**src/rtl/mpp_pkg.sv**
```systemverilog
`timescale 1ns / 1ps
// ----------------------------------------------------------------------------
// mpp_pkg
// Shared types, constants and arithmetic helpers of the max product path
// grid block.
// ----------------------------------------------------------------------------
package mpp_pkg;

	localparam int MAX_COLUMNS_DEF = 16;
	localparam int COLUMNS_W       = 5;
	localparam logic [COLUMNS_W-1:0] COLUMNS_RESET = 5'd16;

	localparam int VALUE_W  = 4;
	localparam int ANSWER_W = 31;
	localparam int PROD_W   = 64;
	localparam int MUL_W    = PROD_W + VALUE_W;
	localparam int MAG_W    = PROD_W - 1;

	localparam logic [31:0] MODULUS   = 32'd1000000007;
	localparam logic [31:0] MODULUS_2 = 32'd2000000014;
	localparam logic [31:0] MODULUS_3 = 32'd3000000021;
	localparam logic [ANSWER_W-1:0] ANSWER_NEG = 31'h7FFF_FFFF;

	// remainder pipeline: top bits start below the modulus, then 2 bits a stage
	localparam int MOD_REM_W    = 30;
	localparam int MOD_TOP_BITS = 29;
	localparam int MOD_DIGIT_W  = 2;
	localparam int MOD_REST_W   = MAG_W - MOD_TOP_BITS;
	localparam int MOD_STEPS    = MOD_REST_W / MOD_DIGIT_W;

	localparam int OUT_DEPTH = 32;
	localparam int OUT_PTR_W = 5;
	localparam int OUT_CNT_W = 6;

	typedef logic signed [VALUE_W-1:0]  cell_val_t;
	typedef logic signed [ANSWER_W-1:0] answer_t;
	typedef logic signed [PROD_W-1:0]   prod_t;

	typedef struct packed {
		prod_t hi;
		prod_t lo;
	} ext_t;

	typedef struct packed {
		logic             valid;
		logic             neg;
		logic [MAG_W-1:0] mag;
	} best_t;

	localparam prod_t PROD_MAX = {1'b0, {(PROD_W-1){1'b1}}};
	localparam prod_t PROD_MIN = {1'b1, {(PROD_W-1){1'b0}}};

	function automatic prod_t sat_mul(prod_t a, cell_val_t b);
		logic signed [MUL_W-1:0] p;
		p = MUL_W'(a) * MUL_W'(b);
		if (p[MUL_W-1:PROD_W-1] == {(MUL_W-PROD_W+1){p[MUL_W-1]}}) begin
			return p[PROD_W-1:0];
		end else if (p[MUL_W-1]) begin
			return PROD_MIN;
		end else begin
			return PROD_MAX;
		end
	endfunction

	function automatic logic [MOD_REM_W-1:0] mod_step(logic [MOD_REM_W-1:0] rem,
			logic [MOD_DIGIT_W-1:0] digit);
		logic [31:0] t;
		logic [31:0] r;
		t = {rem, digit};
		priority if (t >= MODULUS_3) begin
			r = t - MODULUS_3;
		end else if (t >= MODULUS_2) begin
			r = t - MODULUS_2;
		end else if (t >= MODULUS) begin
			r = t - MODULUS;
		end else begin
			r = t;
		end
		return r[MOD_REM_W-1:0];
	endfunction

endpackage

```
**src/rtl/mpp_col_store.sv**
```systemverilog
`timescale 1ns / 1ps
// ----------------------------------------------------------------------------
// mpp_col_store
// Per-column path extremes (max and min product), one write and one
// registered read per cycle.
// ----------------------------------------------------------------------------
module mpp_col_store #(
	parameter int DEPTH  = mpp_pkg::MAX_COLUMNS_DEF,
	parameter int ADDR_W = 4
) (
	input  logic              clk,
	input  logic              rd_en,
	input  logic [ADDR_W-1:0] rd_addr,
	output mpp_pkg::ext_t     rd_data,
	input  logic              wr_en,
	input  logic [ADDR_W-1:0] wr_addr,
	input  mpp_pkg::ext_t     wr_data
);

	mpp_pkg::ext_t mem_q [DEPTH];

	always_ff @(posedge clk) begin
		if (wr_en) begin
			mem_q[wr_addr] <= wr_data;
		end
	end

	always_ff @(posedge clk) begin
		if (rd_en) begin
			rd_data <= mem_q[rd_addr];
		end
	end

endmodule

```
**config.mk**
```make
export PLATFORM = sky130hd
export DESIGN_NAME = mpp_col_store
export DESIGN_NICKNAME = d
export VERILOG_FILES = /design/src/rtl/mpp_pkg.sv /design/src/rtl/mpp_col_store.sv
export SDC_FILE = /design/constraint.sdc
export NUM_CORES = 1
export LEC_CHECK = 0
export BUFFER_PORTS_ARGS = -buffer_cell sky130_fd_sc_hd__buf_2
export CAP_MARGIN = 20
export CORE_UTILIZATION = 30
export CTS_CLUSTER_SIZE = 8
export DETAILED_ROUTE_END_ITERATION = 10
export PLACE_DENSITY = 0.55
export SLEW_MARGIN = 20
export SYNTH_ARGS = -nofsm -noshare
export SYNTH_HDL_FRONTEND = slang
export SYNTH_SLANG_ARGS = --single-unit
```
**constraint.sdc**
```tcl
create_clock -name clk -period 24.2 [get_ports clk]
set_input_delay 2.42 -clock clk [delete_from_list [all_inputs] [get_ports clk]]
set_output_delay 2.42 -clock clk [all_outputs]
set_load 0.02 [all_outputs]
```
==> results by group <==
Cells and area
  – Final nets: 3,986
  – Layout cells sized above 1: 32.2%
  – Most common cell after layout, fill and taps aside: edfxtp_1
  – Register Area: 0.0653 mm^2
  – Area Overhead vs Synth: 17.8%
  – Layout filler cell count: 24,500
  – Multi-input gate area: 0.0147 mm^2
  – Most frequent cells in the layout: edfxtp_1, mux4_2, clkbuf_16

Detailed routing
  – Antenna Nets Post-Route: 0
  – DRT Pass-1 Iters: 7
  – WL per Instance: 28.1 um
  – Initial DRC Count: 3,438
  – Vias per inst: 5.01
  – # DRC: 0
  – Final WL: 209,000 um
  – Via count: 37,300

Worst hold path
  – Worst Hold Class: flip-flop to flip-flop

Clock network
  – Setup bufs post-CTS: 0
  – # resized after CTS: 0
  – TritonCTS Buffers: 324
  – Skew-Pair Late Insertion Delay: 900 ps
  – Clock transition at path regs: 50 ps
  – CTS tree: yes
  – Hold_buf cts: 0
  – H-tree depth: 5
  – CTS Sinks: 2,176
  – Deepest clock path buffer count: 4
  – Root buf cell: clkbuf_16

Floorplanning
  – Die Area: 0.271 mm^2
  – Core area: 0.268 mm^2
  – Rows: 190
  – Die width: 521 um
  – Initial Utilization: 30.2%
  – Die height: 521 um
  – IO Count: 267

Worst setup path
  – CP Launch Type: input port
  – Critical path peak fanout: 88
  – Worst Path Class, Setup: input port to flip-flop
  – CP Capture Type: flip-flop
  – Data required, critical path: 24,850 ps
  – Arrival time worst endpoint: 7440 ps
  – Reg-to-reg slack, setup: 22,470 ps

Place
  – GPL Wtd Cong: 0.683
  – DP Wirelength: 102,000 um
  – IO buf count: 266
  – Setup WS pre-CTS: 16,170 ps

STA
  – Fmax: 147 MHz
  – Final Hold Vio Count: 0
  – Worst slew pin tran: 1120 ps
  – Setup TNS: 0 ps
  – Final Setup Violations: 0
  – Slew headroom: 25.3%
  – WHS: 703 ps
  – Unrepaired setup endpoints after global routing: false
  – PnR worst setup slack: 17,410 ps
  – Max Slew Vio Count: 0
  – Clock Skews: 64.1 ps
  – Period utilization: 28.1%
  – Final min period: 6790 ps

Global routing
  – Vias in the first global route: 39,700
  – Antenna violations before repair: 79
  – First-pass GRT wire length: 296,000 um
  – Total gr overflow: 0
  – All-Layer GR Usage: 15.3%
  – Largest net degree at the start of global routing: 112

Logic synthesis
  – Top cell type's share of synthesized area: 80.9%
  – Synth area leader: edfxtp_1
  – Syn Std Cell Area: 0.0807 mm^2
  – Post-synthesis register bit count: 2,176
  – Syn avg cell area: 24.0 um^2
  – Warnings from Yosys: 0
  – Top cells by area, synth: edfxtp_1, mux4_2, a22oi_1
  – Register area share after synthesis: 80.9%
  – Distinct cells, synth: 24
  – Cells after Synth: 3,357
  – Syn Nets: 3,496

Pwr
  – Total power: 0.00857 W
  – Static Leak: 29.9 nW
  – PD cells: 90.2 mW/mm^2
  – Worst IR Drop VDD: 0.0591 mV

Outcome
  – Outcome: finished clean

Run
  – Max_cap viols: 0
-- path summary, 6_finish.rpt --
kind / startpoint / endpoint / depth (start not counted)
worst min-delay path: mem_q[14][107]$_DFFE_PP_ / rd_data[107]$_DFFE_PP_ / 3
worst max register to register: mem_q[7][116]$_DFFE_PP_ / rd_data[116]$_DFFE_PP_ / 3
worst min register to register: mem_q[14][107]$_DFFE_PP_ / rd_data[107]$_DFFE_PP_ / 3
worst max-delay path: rd_addr[0] / rd_data[99]$_DFFE_PP_ / 8
-- critical path, stage by stage --
cell and delay (ps):
buf_8 640, buf_4 710, buf_4 800, buf_4 790
buf_4 890, mux4_2 610, a22oi_1 220, nand2_1 80
-- final cells by class --
type | count | share of cell area, %
Sequential cell | 2176 | 68.7
Multi-Input combinational cell | 1005 | 15.4
Clock buffer | 337 | 8.73
Tap cell | 3552 | 4.67
Timing Repair Buffer | 340 | 2.23
Clock inverter | 13 | 0.158
Antenna cell | 18 | 0.0474
-- kinds of logic after synthesis --
| logic type | share of synthesized area, % |
|---|---|
| compound gates | 2.55 |
| buf+inv | 1.06 |
| flops | 80.9 |
| mux | 14.5 |
| simple gates | 0.952 |
-- metrics by stage --
step,cell area (um^2),std cells,utilization (%)
4_1_cts,95000,7421,35.5
3_5_place_dp,86500,7071,32.3
2_1_floorplan,80700,3357,-
5_1_grt,95000,7426,35.5
6_report,95100,7441,35.5
3_3_place_gp,86500,7070,32.3
-- synth_stat cells --
cell type / n
a221oi_1: 12
a22oi_1: 215
and2_1: 3
buf_1: 7
buf_2: 86
buf_4: 12
buf_6: 6
clkbuf_1: 65
edfxtp_1: 2176
mux2_2: 64
mux2i_1: 24
mux4_2: 477
nand2_1: 95
nand2b_1: 16
nand3_1: 1
nand3b_1: 2
nor2_1: 15
nor2b_1: 29
nor3_1: 4
o21ai_0: 17
o221ai_1: 23
o22a_1: 6
or2_2: 1
or3b_2: 1
-- registers in the layout, summed over array words and instances, names as in the netlist --
name and count:
mem_q 2048, rd_data 128
-- routing by layer --
layer | wire, um | global-route usage (%) | vias up
met5 | 276 | 0 | -
met2 | 104000 | 25.6 | 1228
met4 | 4600 | 4.06 | 44
li1 | - | - | 15300
met1 | 86200 | 19.9 | 20300
met3 | 14200 | 3.68 | 398
-- where the power goes --
group	total (W)	leakage (nW)	switching (W)	internal, W
Sequential	0.00428	19.8	0.0000265	0.00426
Combinational	0.000393	6.00	0.000250	0.000143
Clock	0.00390	4.16	0.00149	0.00241
No activity file was read; power rests on OpenSTA's default activity.
