**src/rtl/mpp_pkg.sv**
```systemverilog
`timescale 1ns / 1ps
// ----------------------------------------------------------------------------
// mpp_pkg
// Shared types, constants and arithmetic helpers of the max product path
// grid block.
// ----------------------------------------------------------------------------
package mpp_pkg;

	localparam int MAX_COLUMNS_DEF = 16;
	localparam int COLUMNS_W       = 5;
	localparam logic [COLUMNS_W-1:0] COLUMNS_RESET = 5'd16;

	localparam int VALUE_W  = 4;
	localparam int ANSWER_W = 31;
	localparam int PROD_W   = 64;
	localparam int MUL_W    = PROD_W + VALUE_W;
	localparam int MAG_W    = PROD_W - 1;

	localparam logic [31:0] MODULUS   = 32'd1000000007;
	localparam logic [31:0] MODULUS_2 = 32'd2000000014;
	localparam logic [31:0] MODULUS_3 = 32'd3000000021;
	localparam logic [ANSWER_W-1:0] ANSWER_NEG = 31'h7FFF_FFFF;

	// remainder pipeline: top bits start below the modulus, then 2 bits a stage
	localparam int MOD_REM_W    = 30;
	localparam int MOD_TOP_BITS = 29;
	localparam int MOD_DIGIT_W  = 2;
	localparam int MOD_REST_W   = MAG_W - MOD_TOP_BITS;
	localparam int MOD_STEPS    = MOD_REST_W / MOD_DIGIT_W;

	localparam int OUT_DEPTH = 32;
	localparam int OUT_PTR_W = 5;
	localparam int OUT_CNT_W = 6;

	typedef logic signed [VALUE_W-1:0]  cell_val_t;
	typedef logic signed [ANSWER_W-1:0] answer_t;
	typedef logic signed [PROD_W-1:0]   prod_t;

	typedef struct packed {
		prod_t hi;
		prod_t lo;
	} ext_t;

	typedef struct packed {
		logic             valid;
		logic             neg;
		logic [MAG_W-1:0] mag;
	} best_t;

	localparam prod_t PROD_MAX = {1'b0, {(PROD_W-1){1'b1}}};
	localparam prod_t PROD_MIN = {1'b1, {(PROD_W-1){1'b0}}};

	function automatic prod_t sat_mul(prod_t a, cell_val_t b);
		logic signed [MUL_W-1:0] p;
		p = MUL_W'(a) * MUL_W'(b);
		if (p[MUL_W-1:PROD_W-1] == {(MUL_W-PROD_W+1){p[MUL_W-1]}}) begin
			return p[PROD_W-1:0];
		end else if (p[MUL_W-1]) begin
			return PROD_MIN;
		end else begin
			return PROD_MAX;
		end
	endfunction

	function automatic logic [MOD_REM_W-1:0] mod_step(logic [MOD_REM_W-1:0] rem,
			logic [MOD_DIGIT_W-1:0] digit);
		logic [31:0] t;
		logic [31:0] r;
		t = {rem, digit};
		priority if (t >= MODULUS_3) begin
			r = t - MODULUS_3;
		end else if (t >= MODULUS_2) begin
			r = t - MODULUS_2;
		end else if (t >= MODULUS) begin
			r = t - MODULUS;
		end else begin
			r = t;
		end
		return r[MOD_REM_W-1:0];
	endfunction

endpackage

```
**src/rtl/mpp_out_fifo.sv**
```systemverilog
`timescale 1ns / 1ps
// ----------------------------------------------------------------------------
// mpp_out_fifo
// Answer queue between the remainder pipeline and the result channel.
// Room is reserved upstream when a last cell is taken.
// ----------------------------------------------------------------------------
module mpp_out_fifo (
	input  logic             clk,
	input  logic             arst_n,
	input  logic             push,
	input  mpp_pkg::answer_t push_data,
	input  logic             pop,
	output logic             valid,
	output mpp_pkg::answer_t data
);

	localparam int DEPTH = mpp_pkg::OUT_DEPTH;

	mpp_pkg::answer_t                  mem_q [DEPTH];
	logic [mpp_pkg::OUT_PTR_W-1:0]     wr_ptr_q;
	logic [mpp_pkg::OUT_PTR_W-1:0]     rd_ptr_q;
	logic [mpp_pkg::OUT_CNT_W-1:0]     count_q;

	always_ff @(posedge clk) begin
		if (push) begin
			mem_q[wr_ptr_q] <= push_data;
		end
	end

	always_ff @(posedge clk or negedge arst_n) begin
		if (!arst_n) begin
			wr_ptr_q <= '0;
			rd_ptr_q <= '0;
			count_q  <= '0;
		end else begin
			if (push) begin
				wr_ptr_q <= wr_ptr_q + 1'b1;
			end
			if (pop) begin
				rd_ptr_q <= rd_ptr_q + 1'b1;
			end
			unique case ({push, pop})
				2'b10:   count_q <= count_q + 1'b1;
				2'b01:   count_q <= count_q - 1'b1;
				default: count_q <= count_q;
			endcase
		end
	end

	assign valid = (count_q != '0);
	assign data  = mem_q[rd_ptr_q];

	a_no_overflow: assert property (@(posedge clk) disable iff (!arst_n)
		push |-> (count_q < mpp_pkg::OUT_CNT_W'(DEPTH)) || pop)
		else $error("answer queue overflow");

endmodule
```
**config.mk**
```make
export PLATFORM = sky130hd
export DESIGN_NAME = mpp_out_fifo
export DESIGN_NICKNAME = d
export VERILOG_FILES = /design/src/rtl/mpp_pkg.sv /design/src/rtl/mpp_out_fifo.sv
export SDC_FILE = /design/constraint.sdc
export NUM_CORES = 1
export LEC_CHECK = 0
export ABC_AREA = 1
export ABC_CLOCK_PERIOD_IN_PS = 8400
export CORE_MARGIN = 3
export CORE_UTILIZATION = 45
export DETAILED_ROUTE_END_ITERATION = 8
export DONT_BUFFER_PORTS = 1
export GPL_TIMING_DRIVEN = 0
export HOLD_SLACK_MARGIN = 0.06
export PLACE_DENSITY = 0.64
export SLEW_MARGIN = 5
export SYNTH_ARGS = -nofsm -noshare
export SYNTH_HDL_FRONTEND = slang
export SYNTH_SLANG_ARGS = --single-unit
```
**constraint.sdc**
```tcl
create_clock -name clk -period 8.4 [get_ports clk]
set_input_delay 0.84 -clock clk [delete_from_list [all_inputs] [get_ports clk]]
set_output_delay 0.84 -clock clk [all_outputs]
set_load 0.05 [all_outputs]
```
==> impl_metrics.csv <==
group,metric,value,unit
run_status,status,"finished, final reports clean",
synth,ys_seq_area_share,72.9,%
hold_path,hold_path_class,"input pin to register",
synth,ys_ff_latch,1008,
power_and_ir_drop,power_density,369,nW/um2
route,dr.first_iter.drc_count,3590,
setup_path,cp_slowest_cell,"clkbuf_1",
setup_path,crit_arrival,4.42,ns
global_route,grt_pass1_vias,27000,
route,wl,130000,um
synth,synth_cell_types,27,
clocking,cts_root_buf,"clkbuf_16",
die,start_util,45.7,%
global_route,gr-total-overflow,0,
power_and_ir_drop,ir_drop,0.177,mV
sta,worstMarginPinSlew,1.31,ns
setup_path,path_class,"register to output pin",
synth,yosysWarnings,0,
clocking,cts_setup_buffers,0,
route,drt-wirelength-per-cell,25.5,um
die,dieArea,95800,um2
placement,portBuffers,0,
clocking,cts_buffers,103,
die,core_area,90700,um2
setup_path,rrSetupSlack,5.81,ns
synth,synth_area,41400,um2
route,antenna_left,0,
die,ios,67,
setup_path,crit_path_max_incr_delay,0.99,ns
clocking,cts_tree,"built",
setup_path,crit_required,7.56,ns
die,rows,110,
setup_path,endpoint_kind,"output pin",
global_route,grt_max_degree,33,
sta,final-setup-viol-count,0,
clocking,numClockSinks,1008,
synth,syn_area_per_cell,11.2,um2
synth,synth_cells,3693,
finish,nNetsFinal,3884,
global_route,grtUsageTotal,27.0,%
run,cap_violations,0,
sta,slew_violations,0,
setup_path,worst_setup_path_start_kind,"register",
setup_path,crit_buf_inv,3,
sta,fin_skew,0.0241,ns
placement,dp_hpwl,88400,um
setup_path,crit_fanout,10,
global_route,antenna_found_initial,2,
finish,area_delta_synth_final,13.9,%
finish,fin_cells,5106,
sta,setup_tns,0,ns
synth,async_flop_share,1.59,%
finish,diodes,0,
sta,max_freq,190,MHz
synth,synth_edf_count,992,
route,drc,0,
placement,dp_cells,4911,
route,via_per_inst,5.62,
placement,place_congestion,0.874,
setup_path,crit_family,"buffers and inverters",
sta,rsz0062_at_grt,"no",
clocking,cts_buffer_depth,3,
sta,hold_viol_final,0,
die,die_w,309,um
route,drtPass1Iterations,6,
setup_path,path_cells,"buf_4, buf_2, clkbuf_1, o21ai_0, o21ai_1, nand2_1, nand3_1, nor2_1, nor2_1",
clocking,cts.clk_slew.worst_paths,0.06,ns
clocking,clkLatencyLatePin,0.67,ns
setup_path,cpMostUsedCell,"nor2_1",
finish,final_cell_mix,"edfxtp_1, nor2_1, nand2_1",
finish,final_common_cell,"edfxtp_1",
route,vias,28700,
sta,finalCriticalPeriod,5.26,ns
finish,drive_gt1_share,8.45,%
die,die_y,309,um
sta,whs,0.261,ns
sta,relSlewSlack,12.5,%
clocking,ctsHtreeMaxLevel,3,
global_route,grt_pass1_wl,185000,um
synth,ys.flop_type,"edfxtp_1",
power_and_ir_drop,leakage,17.2,nW
synth,synth_fp_nets,3736,
sta,timing.final.crit_share,62.6,%
layer usage:
| layer | up-vias | part of all wire [%] | track usage [%] |
|---|---|---|---|
| met5 | - | 0 | 0 |
| met2 | 1616 | 47 | 43.9 |
| met3 | 300 | 11 | 6.27 |
| li1 | 12800 | - | - |
| met4 | 0 | 4.4 | 11.2 |
| met1 | 13900 | 37 | 35.2 |
power breakdown:
part | switching [mW] | total [mW] | internal [mW]
registers | 0.0892 | 5.95 | 5.86
logic | 5.43 | 7.02 | 1.60
clock network | 1.95 | 4.44 | 2.49
total | 7.46 | 17.4 | 9.95
path summary, 6_finish.rpt:
kind | endpoint | startpoint | depth (start not counted)
worst max-delay path | data[8] | rd_ptr_q[0]$_DFFE_PN0P_ | 9
worst min-delay path | rd_ptr_q[0]$_DFFE_PN0P_ | pop | 1
worst max register to register | mem_q[31][13]$_DFFE_PP_ | wr_ptr_q[0]$_DFFE_PN0P_ | 5
worst min register to register | count_q[5]$_DFFE_PN0P_ | count_q[5]$_DFFE_PN0P_ | 2
max in group asynchronous | rd_ptr_q[4]$_DFFE_PN0P_ | arst_n | 1
min in group asynchronous | count_q[4]$_DFFE_PN0P_ | arst_n | 1
Yosys cell counts, drive strengths merged (6+ instances only):
| library cell | n | area share (%) |
|---|---|---|
| edfxtp | 992 | 72 |
| nor2 | 963 | 8.7 |
| nand2 | 733 | 6.6 |
| o21ai | 352 | 4.3 |
| nand3 | 208 | 2.5 |
| inv | 162 | 1.5 |
| buf | 130 | 1.6 |
| clkbuf | 73 | 0.68 |
| o211ai | 37 | 0.67 |
| dfrtp | 16 | 0.97 |
| ha | 8 | 0.24 |
| xor2 | 6 | 0.13 |
cell families (layout without fill, tap and decap cells):
kind of cell,count (synthesis),after routing,share of synthesized area [%]
AND/OR/NAND/NOR,1909,1909,17.9
AO/OA/AOI/OAI,393,393,4.98
XOR/XNOR,9,9,0.190
flip-flops,1008,1008,72.9
adder cells (fa/ha/maj),8,8,0.242
buffers and inverters,366,603,3.78
flip-flops by register name, summed over array words and instances (netlist names):
signal    flops
rd_ptr_q      5
count_q       6
wr_ptr_q      5
mem_q       992
worst register-to-register path, delay by kind of cell, from the launching register on:
kind / cells / cell delay, ns
adders and majority gates: 1 / 0.20
buffers and inverters: 2 / 0.47
DFF: 1 / 0.43
and+or+nand+nor: 2 / 1.17
stage by stage:
stage	util, %	instance area (um2)	setup slack [ns]	power [mW]
global placement	47.3	42900	1.45	12.7
CTS	52.0	47200	3.19	17.3
global route	52.0	47200	3.18	18.1
floorplan	-	41400	4.40	10.3
detailed placement	48.5	43900	3.91	12.9
finish	52.0	47200	3.14	17.4
cell type report:
type / instances / area, um2
multi-input combinational: 2319 / 9910
buffer: 203 / 955
sequential: 1008 / 30200
fill: 7620 / 43500
timing repair buffer: 43 / 817
clock buffer: 124 / 2680
clock inverter: 70 / 564
inverter: 163 / 612
tap: 1176 / 1470
repair_timing:
action / in CTS / in global routing
hold buffers: 1 / 0
resized for setup: 0 / 0
hold endpoints to repair: 16 / 0
(Power assumes the default switching activity.)
